**src/sv/tea_pkg.sv**
```systemverilog
package tea_pkg;

  localparam int unsigned TEA_ROUNDS = 32;
  localparam int unsigned WORD_W = 32;
  localparam int unsigned CFG_INDEX_W = 4;

  localparam logic [WORD_W-1:0] TEA_DELTA = 32'h9E37_79B9;

  localparam logic KIND_ENCRYPT = 1'b0;
  localparam logic KIND_DECRYPT = 1'b1;

  localparam logic [CFG_INDEX_W-1:0] KEY_IDX_0 = 4'd0;
  localparam logic [CFG_INDEX_W-1:0] KEY_IDX_1 = 4'd1;
  localparam logic [CFG_INDEX_W-1:0] KEY_IDX_2 = 4'd2;
  localparam logic [CFG_INDEX_W-1:0] KEY_IDX_3 = 4'd3;

  typedef struct packed {
    logic [WORD_W-1:0] k0;
    logic [WORD_W-1:0] k1;
    logic [WORD_W-1:0] k2;
    logic [WORD_W-1:0] k3;
  } tea_key_t;

  typedef struct packed {
    logic              valid;
    logic              kind;
    logic [WORD_W-1:0] y;
    logic [WORD_W-1:0] z;
  } tea_stage_t;

  // round sum, delta times n, evaluated at elaboration only
  function automatic logic [WORD_W-1:0] tea_sum(input int unsigned n);
    logic [2*WORD_W-1:0] p;
    p = {{WORD_W{1'b0}}, TEA_DELTA} * (2*WORD_W)'(n);
    return p[WORD_W-1:0];
  endfunction

  function automatic logic [WORD_W-1:0] tea_mix(input logic [WORD_W-1:0] x,
                                                input logic [WORD_W-1:0] sum,
                                                input logic [WORD_W-1:0] ka,
                                                input logic [WORD_W-1:0] kb);
    return ((x << 4) + ka) ^ (x + sum) ^ ((x >> 5) + kb);
  endfunction

endpackage

```
**src/sv/tea_key_regs.sv**
```systemverilog
module tea_key_regs
  import tea_pkg::*;
(
  input  logic                   clk,
  input  logic                   rst,
  input  logic                   cfg_valid,
  input  logic [CFG_INDEX_W-1:0] cfg_index,
  input  logic [WORD_W-1:0]      cfg_data,
  output tea_key_t               key
);

  always_ff @(posedge clk) begin
    if (rst) begin
      key <= '0;
    end else if (cfg_valid) begin
      unique case (cfg_index)
        KEY_IDX_0: key.k0 <= cfg_data;
        KEY_IDX_1: key.k1 <= cfg_data;
        KEY_IDX_2: key.k2 <= cfg_data;
        KEY_IDX_3: key.k3 <= cfg_data;
        default: ;
      endcase
    end
  end

  a_key3_write: assert property (@(posedge clk) disable iff (rst)
    cfg_valid && cfg_index == KEY_IDX_3 |=> key.k3 == $past(cfg_data))
    else $error("key word 3 not updated by write");

  a_unknown_index: assert property (@(posedge clk) disable iff (rst)
    cfg_valid && cfg_index != KEY_IDX_0 && cfg_index != KEY_IDX_1 &&
    cfg_index != KEY_IDX_2 && cfg_index != KEY_IDX_3 |=> $stable(key))
    else $error("write to unknown index changed the key");

endmodule

```
**config.mk**
```make
export PLATFORM = sky130hd
export DESIGN_NAME = tea_key_regs
export DESIGN_NICKNAME = d
export VERILOG_FILES = /design/src/sv/tea_pkg.sv /design/src/sv/tea_key_regs.sv
export SDC_FILE = /design/constraint.sdc
export NUM_CORES = 1
export LEC_CHECK = 0
export BUFFER_PORTS_ARGS = -buffer_cell sky130_fd_sc_hd__buf_2
export CAP_MARGIN = 20
export CORE_ASPECT_RATIO = 1.25
export CORE_MARGIN = 2
export CORE_UTILIZATION = 45
export DETAILED_ROUTE_END_ITERATION = 10
export MAX_ROUTING_LAYER = met4
export PLACE_DENSITY = 0.8
export SLEW_MARGIN = 10
export SYNTH_ARGS = -nofsm -noshare
export SYNTH_HDL_FRONTEND = slang
export SYNTH_SLANG_ARGS = --single-unit
```
**constraint.sdc**
```tcl
create_clock -name clk -period 1.1 [get_ports clk]
set_input_delay 0.11 -clock clk [delete_from_list [all_inputs] [get_ports clk]]
set_output_delay 0.11 -clock clk [all_outputs]
set_load 0.01 [all_outputs]
```
**After elaboration in Yosys (flattened, before gate mapping)**

Cells that the tools add are included.

- Eq/ne operators: 3
- Div/mod/pow operators: 0
- Multiplexer cells: 0
- Reduce and logical (&&, ||, !) cells: 5
- Bitwise operators: 0
- $mul: 0
- Order comparisons: 0
- $add $sub $neg: 0
- Shift-type cells: 0

Operators with widths:

| cell | count |
|---|---|
| equality test 4 x 2 -> 1 bit, second input constant | 2 |
| AND reduction 2 bit | 4 |
| equality test 4 x 1 -> 1 bit, second input constant | 1 |
| logical NOT 4 bit | 1 |

- Bits in registers: 128
- Logic and storage cells: 12
- Memories: 0
- Bits in writable memories: 0
- Output and inout bits: 128
- Bits in latches: 0
- ROM bits: 0
- Input bits: 39

**Longest topological paths before layout**

Gate-level depths: netlist of run 1.

- Word-level depth: 2
- Mapped depth: 5
- Gate-level depth less buffers: 3

**Worst setup path after synthesis of run 1**

OpenSTA, ideal clock, no wires.

- Kind: input port to flip-flop
- Start: in cfg_index[0]
- End: reg key[100] (netlist name)
- Cell stages on the path: 5
- Data arrival time: 1.005 ns
- Setup slack: 0.024 ns
- Data required time: 1.028 ns
- Path through: nor4b_4 > and2b_1 > buf_6 > buf_12 > mux2i_1

- Longest elaborated chain between the ends: 2

Ends and longest elaborated chain:

| item | RTL line | RTL |
|---|---|---|
| start: declaration | tea_key_regs.sv:7 | `input logic [CFG_INDEX_W-1:0] cfg_index,` |
| logical NOT 4 bit | tea_key_regs.sv:16 | `unique case (cfg_index)` |
| AND reduction 2 bit (no source line) | n/a |  |
| end: declaration | tea_key_regs.sv:9 | `output tea_key_t key` |

Every way passes these cells.
A chain may end at the register's enable or synchronous reset.

**Final worst setup path of run 1**

- Start: reg key[22] (netlist name)
- End: out key[22] (netlist name)

No word-level cell between the ends.

==> results of run 1 <==
[report_power, final]
part           leakage [nW]  internal, mW  switching, mW
Clock                 0.311          3.93           2.04
Combinational          2.23         0.289          0.288
Sequential             1.03          4.70         0.0320
Total                  3.58          8.92           2.36
[worst paths after layout]
kind	start	end	cells after the start
max	key[22]	key[22]	1
min	cfg_data[21]	key[85]	3
max reg2reg	key[22]	key[22]	2
min reg2reg	key[127]	key[127]	2
[area by class of cell]
class,count,area (µm²),area share (%)
sequential,128,2560,37.9
multi-input combinational,296,2360,34.9
timing repair buffer,181,1030,15.3
clock buffer,20,457,6.76
clock inverter,12,181,2.69
tap,135,169,2.50
[layer usage]
metal / up-vias / part of all wire (%)
li1: 1845 / -
met4: 0 / 2.0
met2: 101 / 51
met1: 1771 / 43
met5: - / 0
met3: 16 / 4.3
[per-stage QoR]
step                hold slack, ns  power (mW)  setup WS, ns  area (µm²)
floorplan                    0.331        5.17        0.0238        5110
global placement             0.442        5.39        -0.164        6120
detailed placement           0.454        5.41        -0.205        6120
CTS                         0.0220        11.4        0.0533        6760
global route                0.0496        11.6        0.0317        6760
finish                      0.0401        11.3        0.0815        6760
[cell families (layout without fill, tap and decap cells)]
| kind of cell | Yosys count | after routing | synth area share (%) |
|---|---|---|---|
| DFF | 128 | 128 | 50.2 |
| buffers and inverters | 31 | 213 | 3.70 |
| and+or+nand+nor | 168 | 168 | 21.0 |
| muxes | 128 | 128 | 25.1 |
[cells in the final DEF (no fill, tap or decap), types with 3 or more instances in the layout]
cell	netlist	final
clkinv_4	0	3
nand2b_1	161	161
buf_12	2	7
buf_4	0	8
clkbuf_16	0	17
mux2i_1	128	128
bufinv_16	0	4
dfxtp_1	128	128
buf_2	8	166
==> metrics.txt, run 1 <==
Via-to-Cell Ratio between 4 and 5; worst path required time 0.99 ns; Setup crit end kind output port; Synth top cells by count nand2b_1, dfxtp_1, mux2i_1; initial antenna violation count 0; Worst Path Max Fanout 2; io pins between 150 and 200; HP Class in -> reg; Max Freq 982 MHz; die height about 120 µm; H-tree depth 4; Tmin final 1.02 ns; number of gates resized after CTS 0; die area 12200 µm²; register area share after synthesis about half; RSZ-0062 raised after global routing false; post-route insts no fill around 770; CP max stage delay 0.36 ns; setup TNS 0 ns; Reg clk slew, reported paths 0.06 ns; YS warnings 0; effective utilization at floorplan 46.1%; global-route layer with the greatest usage met2; arrival time at the worst endpoint 0.91 ns; Yosys reg bits 128; share of cells above drive strength 1 33.8%; startpoint class of the critical path flop; Max Cap Violations 0; Buf/Inv on CP 1; biggest regs key: 128 flops; DR pass1 iterations 5; Synth Flop Type dfxtp_1; Setup CP Type reg -> out; largest reg by FF count key; GR Util met1 roughly 23%; GRT overflow 0; dpl hpwl 8.53 mm; Antenna diodes 0; IO Port Bufs 166; core box area ~11000 µm²; global placement routability congestion 0.823; Worst Max-Slew Pin Slew 0.286 ns; # fillers 898; area fraction of the dominant cell type after synthesis 50.2%; Routed Antenna Nets 0; crit-path leading delay family flip-flops; DRC Markers 0; Largest register FFs roughly 130; via count 3733; vias in the first global route about 3800; DRT iter0 DRCs 130; CTS Sinks ~130; critical path cell sequence buf_2; GR Util met3 4.97%; synthesized cell area 5110 µm²; area grow syn2layout 32.3%; largest net degree at the start of global routing 69; syn nets 494; register-to-register path setup slack 0.45 ns; Post-CTS Setup Inserts 0; hold-fix buffer count after cts 0; maximum buffer depth of the clock tree 2; CTS tree done; FP Rows 43; final worst-path cycle share 92.6%; Layout Nets 663; Die W 99.3 µm; Final Hold Fails 0; P_leak 3.58 nW; cell count after synthesis approximately 460; Pwr Density 1670 nW/µm²; maximum VDD drop a little under 1 mV; Tot GR Track Use 20.4%; post-layout util 61.0%; Post-synth EDFFs 0; Routed wire per std cell 15.4 µm; Clock Latency Late Sink 0.40 ns; Slowest cell on crit path dfxtp_1; asr flop ratio synth 0%; Max Clock Skew 0 ns; final setup vio count 0; Relative slew margins 80.8%; Num CTS Buffers 17; cell taking the most area after synthesis dfxtp_1; synthesized area per cell 11.2 µm²; most common cell in the netlist nand2b_1; ranking of synthesized cells by area dfxtp_1, mux2i_1, nand2b_1; status complete, no violations; dpl cells between 700 and 800; Final Slew Violations 0; first-pass GRT wire length 18.9 mm; Synth cell types 14; WL final 11.9 mm; CTS root buf clkbuf_16; met2 global-route usage 34.8%
(Power assumes the default switching activity.)
==> run 2: changes to the inputs <==
--- a/config.mk
+++ b/config.mk
@@ -5,14 +5,15 @@
 export SDC_FILE = /design/constraint.sdc
 export NUM_CORES = 1
 export LEC_CHECK = 0
+export ABC_AREA = 1
 export BUFFER_PORTS_ARGS = -buffer_cell sky130_fd_sc_hd__buf_2
 export CAP_MARGIN = 20
 export CORE_ASPECT_RATIO = 1.25
 export CORE_MARGIN = 2
-export CORE_UTILIZATION = 45
+export CORE_UTILIZATION = 47
 export DETAILED_ROUTE_END_ITERATION = 10
 export MAX_ROUTING_LAYER = met4
-export PLACE_DENSITY = 0.8
+export PLACE_DENSITY = 0.81
 export SLEW_MARGIN = 10
 export SYNTH_ARGS = -nofsm -noshare
 export SYNTH_HDL_FRONTEND = slang
==> run 2 against run 1 <==
Sequential power rose by 1%. Worst setup slack got worse by 0.036 ns. Clock skew unchanged. Fmax decreased by 3.4%. Clock power is 3% higher. Final cell count grew 65%. Sequential share of layout area is 5.2 points lower. Critical path depth unchanged. Hold slack gained 0.032 ns. Register-to-register slack worse by 0.03 ns. Synthesized cell count grew 110%. Largest cell class unchanged.
==> metrics.txt, run 2 <==
most common cell after layout, fill and taps aside nand2_1; area grow syn2layout 29.9%; initial antenna violation count 0; Reg clk slew, reported paths 0.05 ns; first-pass GRT wire length 26.5 mm; Tmin final 1.05 ns; worst hold slack 0.0718 ns; most frequent cells in the layout nand2_1, inv_1, buf_2, nor2_1; CP max stage delay ~0.37 ns; synthesized cell area between 6000 and 7000 µm²; worst path required time 0.99 ns; register area share after synthesis around 43%; Tot GR Track Use 24.7%; post-route insts no fill 1275; Routed Antenna Nets 0; YS warnings 0; dpl cells 1243; IO Port Bufs 166; status complete, no violations; cell count after synthesis 946; Synth Flop Type dfxtp_1; CTS Sinks ~130; global placement routability congestion between 0.8 and 0.9; Finished Cell Area 7820 µm²; DRT iter0 DRCs 318; Max Clock Skew 0 ns; die height 131 µm; Largest register FFs 128; dpl hpwl roughly 11 mm; Pwr Density approximately 1500 nW/µm²; Post-synth EDFFs 0; Final Hold Fails 0; via count 6041; Yosys reg bits 128; Setup crit end kind output port; biggest regs key: 128 flops; CTS root buf clkbuf_16; vias in the first global route ~5600; WL final 16.3 mm; multi-input logic area ~2300 µm²; RSZ-0062 raised after global routing false; arrival time at the worst endpoint roughly 0.94 ns; asr flop ratio synth 0%; final worst-path cycle share 95.9%; Clock Latency Late Sink around 0.42 ns; Relative slew margins 77.4%; Synth cell types 10; Worst Max-Slew Pin Slew 0.340 ns; Reg area 2560 µm²; CTS tree done; Post-CTS Setup Inserts 0; share of cells above drive strength 1 21.0%; cell taking the most area after synthesis dfxtp_1; Final Slew Violations 0; H-tree depth 4; io pins about 170; core box area ~13000 µm²; DRC Markers 0; number of gates resized after CTS 0; final setup vio count 0; most common cell in the netlist inv_1; Num CTS Buffers 17; P_leak 4.21 nW; ranking of synthesized cells by area dfxtp_1, inv_1, nand2_1; # fillers approximately 1200; GRT overflow 0; Layout Nets 1133; Slowest cell on crit path dfxtp_1; area fraction of the dominant cell type after synthesis 42.6%; startpoint class of the critical path flop; Antenna diodes 0; DP Worst Slack -0.0874 ns; FP Rows 46; Via-to-Cell Ratio 4.74; Worst Path Max Fanout 2; final worst setup slack roughly 0.045 ns; maximum VDD drop 0.910 mV; critical path cell sequence buf_2; placed instance area 7180 µm²; Routed wire per std cell 12.8 µm; Die W about 110 µm; hold-fix buffer count after cts 0; die area 13700 µm²; DR pass1 iterations 5; crit-path leading delay family flip-flops; effective utilization at floorplan between 40% and 50%; synthesized area per cell 6.36 µm²; Max Cap Violations 0; largest net degree at the start of global routing 53; maximum buffer depth of the clock tree 2; Max Freq 948 MHz; syn nets 985; largest reg by FF count key; Setup CP Type reg -> out; Buf/Inv on CP 1; Synth top cells by count inv_1, nand2_1, nor2_1; HP Class in -> reg
[run 2: cell types whose count changed after synthesis, sizes merged]
cell / before / now
nand2b: 161 / 0
and4b: 1 / 0
inv: 0 / 229
nand4: 1 / 128
and2b: 1 / 0
nor2: 1 / 164
clkbuf: 17 / 13
mux2i: 128 / 0
buf: 14 / 54
nor4b: 1 / 0
nand2: 1 / 227
nand4b: 1 / 0
nand3: 0 / 3
[run 2: final timing paths]
kind,from,cells after the start,to,slack [ns]
setup / recovery,key[5],1,key[5],0.05
hold / removal,cfg_data[2],5,key[2],0.07
setup reg to reg,key[100],4,key[100],0.42
hold reg to reg,key[81],2,key[81],0.48
[run 2: layer usage]
layer  wire length [µm]  up-vias  track usage, %  share of wire [%]
li1                   -     3120               -                  -
met1               6600     2666            27.8                 41
met2               8180      223            41.7                 50
met3               1070       32            5.36                6.6
met4                419        0            12.5                2.6
met5                  0        -               -                  0
[run 2: layout make-up]
type                            instances  area share (%)
Clock inverter                         10            2.35
Inverter                              229            11.0
Timing Repair Buffer                  196            15.7
Multi-Input combinational cell        522            29.6
Tap cell                              168            2.69
Sequential cell                       128            32.8
Clock buffer                           22            5.81
[run 2: logic make-up after synthesis]
group	after synthesis	share of synthesized area, %
buf+inv	296	19.4
flops	128	42.6
simple gates	522	38.1
[run 2: report_power, final]
part / switching, mW / internal [mW] / total [mW]
sequential: 0.0577 / 4.74 / 4.80
combinational: 0.728 / 0.407 / 1.14
clock: 2.06 / 4.08 / 6.13
[run 2: through the flow]
stage               utilization [%]  power (mW)  TNS (ns)
floorplan                         -        5.59         0
global placement               57.0        6.01         0
detailed placement             57.0        6.03     -1.31
CTS                            62.0        12.1         0
global route                   62.0        12.5         0
finish                         62.0        12.1         0
