**config.mk**
```make
export PLATFORM = sky130hd
export DESIGN_NAME = tea_half_round
export DESIGN_NICKNAME = d
export VERILOG_FILES = /design/src/sv/tea_pkg.sv /design/src/sv/tea_half_round.sv
export SDC_FILE = /design/constraint.sdc
export NUM_CORES = 1
export LEC_CHECK = 0
export BUFFER_PORTS_ARGS = -buffer_cell sky130_fd_sc_hd__buf_2
export CELL_PAD_IN_SITES_DETAIL_PLACEMENT = 0
export CELL_PAD_IN_SITES_GLOBAL_PLACEMENT = 1
export CORE_UTILIZATION = 43
export CTS_BUF_LIST = sky130_fd_sc_hd__clkbuf_4
export CTS_CLUSTER_SIZE = 10
export DETAILED_ROUTE_END_ITERATION = 10
export MAX_ROUTING_LAYER = met4
export PLACE_DENSITY_LB_ADDON = 0.08
export SLEW_MARGIN = 20
export SYNTH_ARGS = -nofsm -noshare
export SYNTH_HDL_FRONTEND = slang
export SYNTH_SLANG_ARGS = --single-unit
```
**constraint.sdc**
```tcl
create_clock -name clk -period 6.6 [get_ports clk]
set_input_delay 1.32 -clock clk [delete_from_list [all_inputs] [get_ports clk]]
set_output_delay 1.32 -clock clk [all_outputs]
set_load 0.03 [all_outputs]
```
**src/sv/tea_pkg.sv**
```systemverilog
package tea_pkg;

  localparam int unsigned TEA_ROUNDS = 32;
  localparam int unsigned WORD_W = 32;
  localparam int unsigned CFG_INDEX_W = 4;

  localparam logic [WORD_W-1:0] TEA_DELTA = 32'h9E37_79B9;

  localparam logic KIND_ENCRYPT = 1'b0;
  localparam logic KIND_DECRYPT = 1'b1;

  localparam logic [CFG_INDEX_W-1:0] KEY_IDX_0 = 4'd0;
  localparam logic [CFG_INDEX_W-1:0] KEY_IDX_1 = 4'd1;
  localparam logic [CFG_INDEX_W-1:0] KEY_IDX_2 = 4'd2;
  localparam logic [CFG_INDEX_W-1:0] KEY_IDX_3 = 4'd3;

  typedef struct packed {
    logic [WORD_W-1:0] k0;
    logic [WORD_W-1:0] k1;
    logic [WORD_W-1:0] k2;
    logic [WORD_W-1:0] k3;
  } tea_key_t;

  typedef struct packed {
    logic              valid;
    logic              kind;
    logic [WORD_W-1:0] y;
    logic [WORD_W-1:0] z;
  } tea_stage_t;

  // round sum, delta times n, evaluated at elaboration only
  function automatic logic [WORD_W-1:0] tea_sum(input int unsigned n);
    logic [2*WORD_W-1:0] p;
    p = {{WORD_W{1'b0}}, TEA_DELTA} * (2*WORD_W)'(n);
    return p[WORD_W-1:0];
  endfunction

  function automatic logic [WORD_W-1:0] tea_mix(input logic [WORD_W-1:0] x,
                                                input logic [WORD_W-1:0] sum,
                                                input logic [WORD_W-1:0] ka,
                                                input logic [WORD_W-1:0] kb);
    return ((x << 4) + ka) ^ (x + sum) ^ ((x >> 5) + kb);
  endfunction

endpackage

```
**src/sv/tea_half_round.sv**
```systemverilog
module tea_half_round
  import tea_pkg::*;
#(
  parameter logic [WORD_W-1:0] SUM_ENC = TEA_DELTA,
  parameter logic [WORD_W-1:0] SUM_DEC = TEA_DELTA,
  parameter bit                SECOND  = 1'b0
) (
  input  logic       clk,
  input  logic       rst,
  input  tea_key_t   key,
  input  tea_stage_t in_stage,
  output tea_stage_t out_stage
);

  tea_stage_t stage_next;

  always_comb begin
    stage_next = in_stage;
    if (!SECOND) begin
      if (in_stage.kind == KIND_ENCRYPT) begin
        stage_next.y = in_stage.y + tea_mix(in_stage.z, SUM_ENC, key.k0, key.k1);
      end else begin
        stage_next.z = in_stage.z - tea_mix(in_stage.y, SUM_DEC, key.k2, key.k3);
      end
    end else begin
      if (in_stage.kind == KIND_ENCRYPT) begin
        stage_next.z = in_stage.z + tea_mix(in_stage.y, SUM_ENC, key.k2, key.k3);
      end else begin
        stage_next.y = in_stage.y - tea_mix(in_stage.z, SUM_DEC, key.k0, key.k1);
      end
    end
  end

  always_ff @(posedge clk) begin
    if (rst) begin
      out_stage.valid <= 1'b0;
    end else begin
      out_stage.valid <= in_stage.valid;
    end
  end

  always_ff @(posedge clk) begin
    out_stage.kind <= stage_next.kind;
    out_stage.y    <= stage_next.y;
    out_stage.z    <= stage_next.z;
  end

endmodule
```
Yosys cells after proc, flatten, opt, wreduce, memory -nomap -nowiden
Index checks and enable logic that the tools add are counted.

Bitwise operators: 4. $add $sub $neg: 8. Mux-type cells: 2.

Operators with widths (count): XOR 32 bit (4); adder 32 bit (3); adder 27 x 32 -> 32 bit (2); adder 32 bit (second input constant) (2); 2-to-1 mux 32 bit (2); subtractor 32 bit (1).

Output and inout bits: 66. Bits of input ports: 196. Logic and storage cells: 18. Bits in registers: 66.

Longest topological paths before layout
Gate-level depths: netlist of run 1.

Depth in word-level cells: 5. Mapped depth: 23. Depth with buffers taken out: 23.

Worst setup path after synthesis of run 1
Ideal clock, no wire load.

Path kind: input to register. From: in key[10] (netlist bit). To: reg out_stage[30] (netlist bit). Stages: 21. Buffers on the path: 0. Data arrival time: 5.925 ns. Setup slack: 0.553 ns. Data required time: 6.478 ns. Setup time: 0.122 ns. Cells stage by stage: ha_1 > and3_1 > a31o_1 > a2111oi_0 > o31ai_1 > a21o_1 > a21o_1 > a21oi_1 > o21ai_0 > xnor2_1 > ha_1 > a21o_1 > a21oi_1 > inv_1 > a2111oi_0 > nor3_1 > a221oi_1 > a21oi_1 > a31oi_1 > o21ai_0 > a311o_1.

RTL lines: start: declaration (RTL line tea_half_round.sv:10) `input tea_key_t key,`; end: declaration (RTL line tea_half_round.sv:12) `output tea_stage_t out_stage`.

==> impl_metrics.env, run 1 <==
export IMPL_hold_buffers=0
export IMPL_synthesis_area_um2=12700
export IMPL_crit_arrival_ns=6.54
export IMPL_die_w_um=174
export IMPL_die_y_um=174
export IMPL_antenna_found_initial=1
export IMPL_seq_power_share_pct=14.3
export IMPL_setup_viol=0
export IMPL_grt_max_degree=79
export IMPL_ys_seq_area_share_pct=10.4
export IMPL_synth_area_leader_cell="xnor2_1"
export IMPL_drcViolationCount=0
export IMPL_gp_congestion=0.940
export IMPL_worstPathMaxFanout=4
export IMPL_nNetsFinal=2278
export IMPL_p_switching_mw=2.41
export IMPL_finalCritPeriodShare_pct=93.7
export IMPL_routed_via_density=5.66
export IMPL_drt_pass1_iter_count=5
export IMPL_drt_iter0_drc=756
export IMPL_synth_nets=1991
export IMPL_synth_top_family_by_area="compound AO/OA/AOI/OAI gates"
export IMPL_tightest_slew_ns=0.803
export IMPL_num_vias=13000
export IMPL_drt_wirelength_per_cell_um=18.8
export IMPL_p_int_mw=2.29
export IMPL_hold_ws_ns=1.02
export IMPL_path_class="in -> reg"
export IMPL_cts_buffer_depth=2
export IMPL_hold_path_end="out_stage[65]"
export IMPL_synth_compound_area_share_pct=26.4
export IMPL_numCtsBuffers=9
export IMPL_min_from="rst"
export IMPL_cp_start_kind="input pin"
export IMPL_largest_register="out_stage"
export IMPL_critical_path_required_ns=6.95
export IMPL_yosys_register_bits=66
export IMPL_syn_mean_instance_area_um2=7.86
export IMPL_rows=62
export IMPL_cts_resized=0
export IMPL_leakage_nw=6.86
export IMPL_dieArea_um2=30200
export IMPL_initial_core_util_pct=43.9
export IMPL_muxShareOfSynthArea_pct=2.29
export IMPL_rsz0062_at_grt="no"
export IMPL_track_usage_pct=28.7
export IMPL_synth_area_leaders="xnor2_1 19%, ha_1 17%, dfxtp_1 10%"
export IMPL_cts_tree="yes"
export IMPL_comb_power_share_pct=80.0
export IMPL_drive_gt1_share_pct=19.4
export IMPL_dp_cells=2273
export IMPL_synthSimpleGateAreaFrac_pct=16.3
export IMPL_synthAdderAreaFrac_pct=18.3
export IMPL_power_frac_clock_pct=5.7
export IMPL_swShare_pct=51.4
export IMPL_largest_reg_flops=66
export IMPL_hold_class="in -> reg"
export IMPL_ys_async_sr_fraction_pct=0
export IMPL_hold_viol=0
export IMPL_min_path_cells=2
export IMPL_top_regs="out_stage x66"
export IMPL_clockRootBuffer="clkbuf_4"
export IMPL_cts_setup_buffers=0
export IMPL_ys_warn_count=0
export IMPL_fin_cells=2290
export IMPL_max_slew_margin_rel_pct=46.4
export IMPL_dp_hpwl_um=36000
export IMPL_drv_cap=0
export IMPL_fin_util_pct=51.1
export IMPL_yosysUniqueCellTypes=81
export IMPL_grt_first_pass_wirelength_um=66000
export IMPL_ioPinCount=262
export IMPL_maxSlewViolCount=0
export IMPL_grt_overflow=0
export IMPL_clk_pin_slew_ns=0.12
export IMPL_grt_pass1_vias=12400
export IMPL_wl_um=43000
export IMPL_htree_levels=3
export IMPL_synth_top_area_share_pct=19.4
export IMPL_port_buffers=261
export IMPL_synthXorXnorAreaFrac_pct=24.0
export IMPL_end_kind="register"
export IMPL_syn2layout_area_growth_pct=16.5
export IMPL_syn_inst=1613
export IMPL_clock_sinks=66
export IMPL_synth_edff_count=0
export IMPL_max_freq_mhz=162
export IMPL_fin_crit_ns=6.19
export IMPL_p_per_area_nw_per_um2=319
export IMPL_status="finished clean"
export IMPL_core_um2=28900
export IMPL_detail_route_antenna_nets=0
export IMPL_peakVddDrop_v=0.000118
export IMPL_synth_flop_cell="dfxtp_1"
-- synth_stat cells, types with 6 or more instances --
cell type / n
xor2_1: 65
nor4_1: 9
fa_1: 6
nand4_1: 19
o21bai_1: 20
and3_1: 19
nor2b_1: 14
ha_1: 176
and2_1: 8
clkbuf_1: 16
a21o_1: 89
dfxtp_1: 66
nor3_1: 44
nand3_1: 29
o41ai_1: 6
o31ai_1: 11
o21ai_1: 13
or3_1: 6
a2111oi_0: 6
a211o_1: 11
a31oi_1: 20
o211a_1: 6
a21oi_1: 141
o21ai_0: 85
o21a_1: 22
a221o_1: 6
inv_1: 47
nor2_1: 87
nand2_1: 123
xnor2_1: 280
nand2b_1: 26
or2_2: 6
a211oi_1: 14
mux2_2: 23
-- final cells by class --
class / count / area, um2
fillers: 2950 / 14100
repair buffers: 297 / 1580
clock inverters: 7 / 60.1
diodes: 1 / 2.50
flip-flops and latches: 66 / 1320
well taps: 384 / 480
clock buffers: 9 / 67.6
inverters: 47 / 176
multi-input cells: 1479 / 11100
-- power groups by stage --
stage               clock (mW)  combinational, mW  sequential (mW)
floorplan                    0               2.42             1.03
global placement             0               3.70            0.681
finish                   0.268               3.76            0.673
CTS                      0.274               3.73            0.672
detailed placement           0               3.71            0.681
global route             0.292               4.09            0.685
-- critical path, cell delays in order --
cell and delay, ns:
buf_2 0.15, ha_1 0.30, a211o_1 0.28, a2111oi_0 0.48, buf_4 0.20, o211a_1 0.16
o21ai_0 0.11, and2_1 0.20, a211o_1 0.29, a21oi_1 0.23, o21bai_1 0.09, a21oi_1 0.18
xnor2_1 0.12, ha_1 0.33, nand2_1 0.11, or4_1 0.51, nor2_1 0.11, o211a_1 0.17
a211o_1 0.17, a2111oi_2 0.11, nor4b_4 0.36, xor2_1 0.21, a21oi_1 0.07, o41ai_2 0.28
-- routing by layer --
metal	vias to the layer above	track usage, %	wire length (um)
met5	-	-	0
met4	0	7.46	804
met3	51	1.89	2040
met2	368	44.6	18900
met1	6044	40.0	21200
li1	6491	-	-
-- through the flow --
stage | setup WS, ns | cell area (um2) | total power, mW | TNS [ns]
global route | 0.00955 | 14800 | 5.07 | 0
global placement | 0.0561 | 14600 | 4.38 | 0
CTS | 0.456 | 14800 | 4.68 | 0
floorplan | 0.553 | 12700 | 3.45 | 0
finish | 0.413 | 14800 | 4.70 | 0
detailed placement | -0.0101 | 14600 | 4.39 | -0.0101
-- cells by family after synthesis --
logic type,count (synthesis)
AOI/OAI and AO/OA,508
xor gates and xnor gates,346
adders and majority gates,182
buffers and inverters,68
DFF,66
muxes,26
and+or+nand+nor,417
-- worst max path at each step --
| stage | start | end | slack [ns] | depth (start not counted) |
|---|---|---|---|---|
| detailed placement | in_stage[6] | out_stage[63] | -0.01 | 24 |
| CTS | in_stage[6] | out_stage[63] | 0.46 | 24 |
| floorplan | key[10] | out_stage[30] | 0.55 | 21 |
| finish | in_stage[6] | out_stage[63] | 0.41 | 24 |
| global route | in_stage[5] | out_stage[63] | 0.01 | 24 |
| global placement | in_stage[6] | out_stage[63] | 0.06 | 24 |
-- cells in the final DEF (no fill, tap or decap), types with 5 or more instances in the layout --
cell	count
a211oi_1	14
o211ai_1	5
dfxtp_1	66
o41ai_1	6
a211o_1	11
a21boi_0	5
nand2_1	123
a21o_1	89
nor4_1	9
nor2b_1	14
and2_1	8
o21ai_0	85
a21oi_1	140
mux2_2	23
xor2_1	65
clkbuf_4	9
or3_1	6
nor2_1	87
o2111ai_1	5
nand4_1	19
o21bai_1	20
o31ai_1	11
a31oi_1	20
buf_4	36
o211a_1	6
nand3_1	29
a2111oi_0	6
or2_2	6
o21a_1	22
ha_1	176
buf_2	261
a221o_1	6
fa_1	6
nor3_1	44
a311oi_1	5
xnor2_1	280
and3_1	19
inv_1	47
o21ai_1	13
nand2b_1	26
No activity file was read; power rests on OpenSTA's default activity.
==> inputs of run 2 (changes only) <==
--- a/config.mk
+++ b/config.mk
@@ -12,7 +12,6 @@
 export CTS_BUF_LIST = sky130_fd_sc_hd__clkbuf_4
 export CTS_CLUSTER_SIZE = 10
 export DETAILED_ROUTE_END_ITERATION = 10
-export MAX_ROUTING_LAYER = met4
 export PLACE_DENSITY_LB_ADDON = 0.08
 export SLEW_MARGIN = 20
 export SYNTH_ARGS = -nofsm -noshare
==> run 2 against run 1 <==
Against the previous run:
- critical path depth unchanged
- count of clock-buffer cells in the layout stayed put
- flip-flop and latch count is the same
- sequential power decreased by 0.6%
- sequential share of layout area about the same
- cell area is 0.19% higher
- critical path type unchanged
==> impl_metrics.env, run 2 (same netlist as run 1, synthesis figures left out) <==
export IMPL_status="finished clean"
export IMPL_layout_common_cells="280 x xnor2_1, 261 x buf_2, 176 x ha_1"
export IMPL_track_usage_pct=28.2
export IMPL_numCtsBuffers=9
export IMPL_tightest_slew_ns=0.807
export IMPL_routed_via_density=5.61
export IMPL_rows=62
export IMPL_port_buffers=261
export IMPL_maxSlewViolCount=0
export IMPL_rsz0062_at_grt="no"
export IMPL_largest_reg_flops=66
export IMPL_finish_instance_area_um2=14800
export IMPL_ioPinCount=262
export IMPL_clock_sinks=66
export IMPL_cts_buffer_depth=2
export IMPL_fin_ws_ns=0.367
export IMPL_die_y_um=174
export IMPL_cp_start_kind="input pin"
export IMPL_largest_register="out_stage"
export IMPL_grt_first_pass_wirelength_um=66900
export IMPL_dpl_cell_area_um2=14600
export IMPL_clockRootBuffer="clkbuf_4"
export IMPL_die_w_um=174
export IMPL_p_per_area_nw_per_um2=320
export IMPL_wl_um=42800
export IMPL_grt_pass1_vias=12500
export IMPL_peakVddDrop_v=0.000126
export IMPL_fillers=2933
export IMPL_gp_congestion=0.935
export IMPL_crit_arrival_ns=6.58
export IMPL_drive_gt1_share_pct=19.4
export IMPL_drcViolationCount=0
export IMPL_initial_core_util_pct=43.9
export IMPL_drv_cap=0
export IMPL_hold_ws_ns=1.01
export IMPL_cts_setup_buffers=0
export IMPL_hold_class="in -> reg"
export IMPL_drt_wirelength_per_cell_um=18.7
export IMPL_worstPathMaxFanout=4
export IMPL_htree_levels=3
export IMPL_final_common_cell="xnor2_1"
export IMPL_dp_hpwl_um=36000
export IMPL_top_regs="out_stage x66"
export IMPL_fin_util_pct=51.2
export IMPL_drt_pass1_iter_count=5
export IMPL_leakage_nw=6.87
export IMPL_grt_overflow=0
export IMPL_antenna_found_initial=1
export IMPL_nNetsFinal=2277
export IMPL_hold_viol=0
export IMPL_setup_viol=0
export IMPL_cts_tree="yes"
export IMPL_dieArea_um2=30200
export IMPL_detail_route_antenna_nets=0
export IMPL_max_slew_margin_rel_pct=46.2
export IMPL_grt_max_degree=77
export IMPL_num_vias=12800
export IMPL_core_um2=28900
export IMPL_syn2layout_area_growth_pct=16.7
export IMPL_place_ws_ns=-0.0757
export IMPL_path_class="in -> reg"
export IMPL_drt_iter0_drc=725
export IMPL_fin_crit_ns=6.23
export IMPL_clk_pin_slew_ns=0.12
export IMPL_critical_path_required_ns=6.95
export IMPL_end_kind="register"
export IMPL_finalCritPeriodShare_pct=94.4
export IMPL_max_freq_mhz=160
## run 2: cell count changes in the layout (fill, tap and decap cells not counted)
cell | previous run | this run
a2111oi_0 | 6 | 5
a2111oi_1 | 0 | 1
a21oi_1 | 140 | 141
a21oi_2 | 1 | 0
buf_4 | 36 | 35
bufinv_16 | 1 | 2
clkinv_1 | 2 | 0
clkinv_2 | 3 | 1
clkinv_4 | 0 | 1
inv_6 | 0 | 2
## run 2: where the power goes
| group | internal, mW | total [mW] | leakage (nW) | switching, mW |
|---|---|---|---|---|
| clock | 0.156 | 0.327 | 0.0869 | 0.172 |
| combinational | 1.58 | 3.74 | 6.23 | 2.16 |
| sequential | 0.590 | 0.669 | 0.557 | 0.0793 |
## run 2: final timing paths
kind,slack (ns),endpoint,depth (start not counted),startpoint
hold / removal,1.01,out_stage[65],2,rst
setup / recovery,0.37,out_stage[63],24,in_stage[6]
## run 2: per-stage QoR
step | power (mW) | TNS (ns) | std cells
floorplan | 3.45 | 0 | 1613
global placement | 4.37 | 0 | 2272
detailed placement | 4.38 | -0.0757 | 2272
CTS | 4.73 | 0 | 2288
global route | 5.12 | 0 | 2289
finish | 4.74 | 0 | 2289
## run 2: per-layer routing
metal / up-vias / GRT usage (%) / share of wire [%]
met3: 52 / 2.43 / 4.9
li1: 6483 / - / -
met5: - / 0 / 0
met4: 0 / 7.09 / 1.9
met1: 5951 / 40.1 / 49
met2: 351 / 45.4 / 44
## run 2: final cells by class
cell class / count / area, um2 / share of cell area (%)
flip-flops and latches: 66 / 1320 / 8.93
inverters: 47 / 176 / 1.19
clock buffers: 9 / 67.6 / 0.457
clock inverters: 7 / 98.8 / 0.668
multi-input cells: 1479 / 11100 / 74.9
repair buffers: 296 / 1570 / 10.6
well taps: 384 / 480 / 3.25
diodes: 1 / 2.50 / 0.0169
## run 2: worst max-delay path, cell delays in order
cell	delay, ns
buf_2	0.15
ha_1	0.30
a211o_1	0.28
a2111oi_1	0.46
buf_4	0.20
o211a_1	0.17
o21ai_0	0.13
and2_1	0.21
a211o_1	0.29
a21oi_1	0.24
o21bai_1	0.09
a21oi_1	0.18
xnor2_1	0.13
ha_1	0.33
nand2_1	0.10
or4_1	0.51
nor2_1	0.11
o211a_1	0.17
a211o_1	0.17
a2111oi_2	0.11
nor4b_4	0.36
xor2_1	0.21
a21oi_1	0.07
o41ai_2	0.29
## run 2: timing repair
item,4_1_cts,5_1_grt
endpoints found under the setup margin,0,1
resized for setup,0,1
hold buffers,0,0
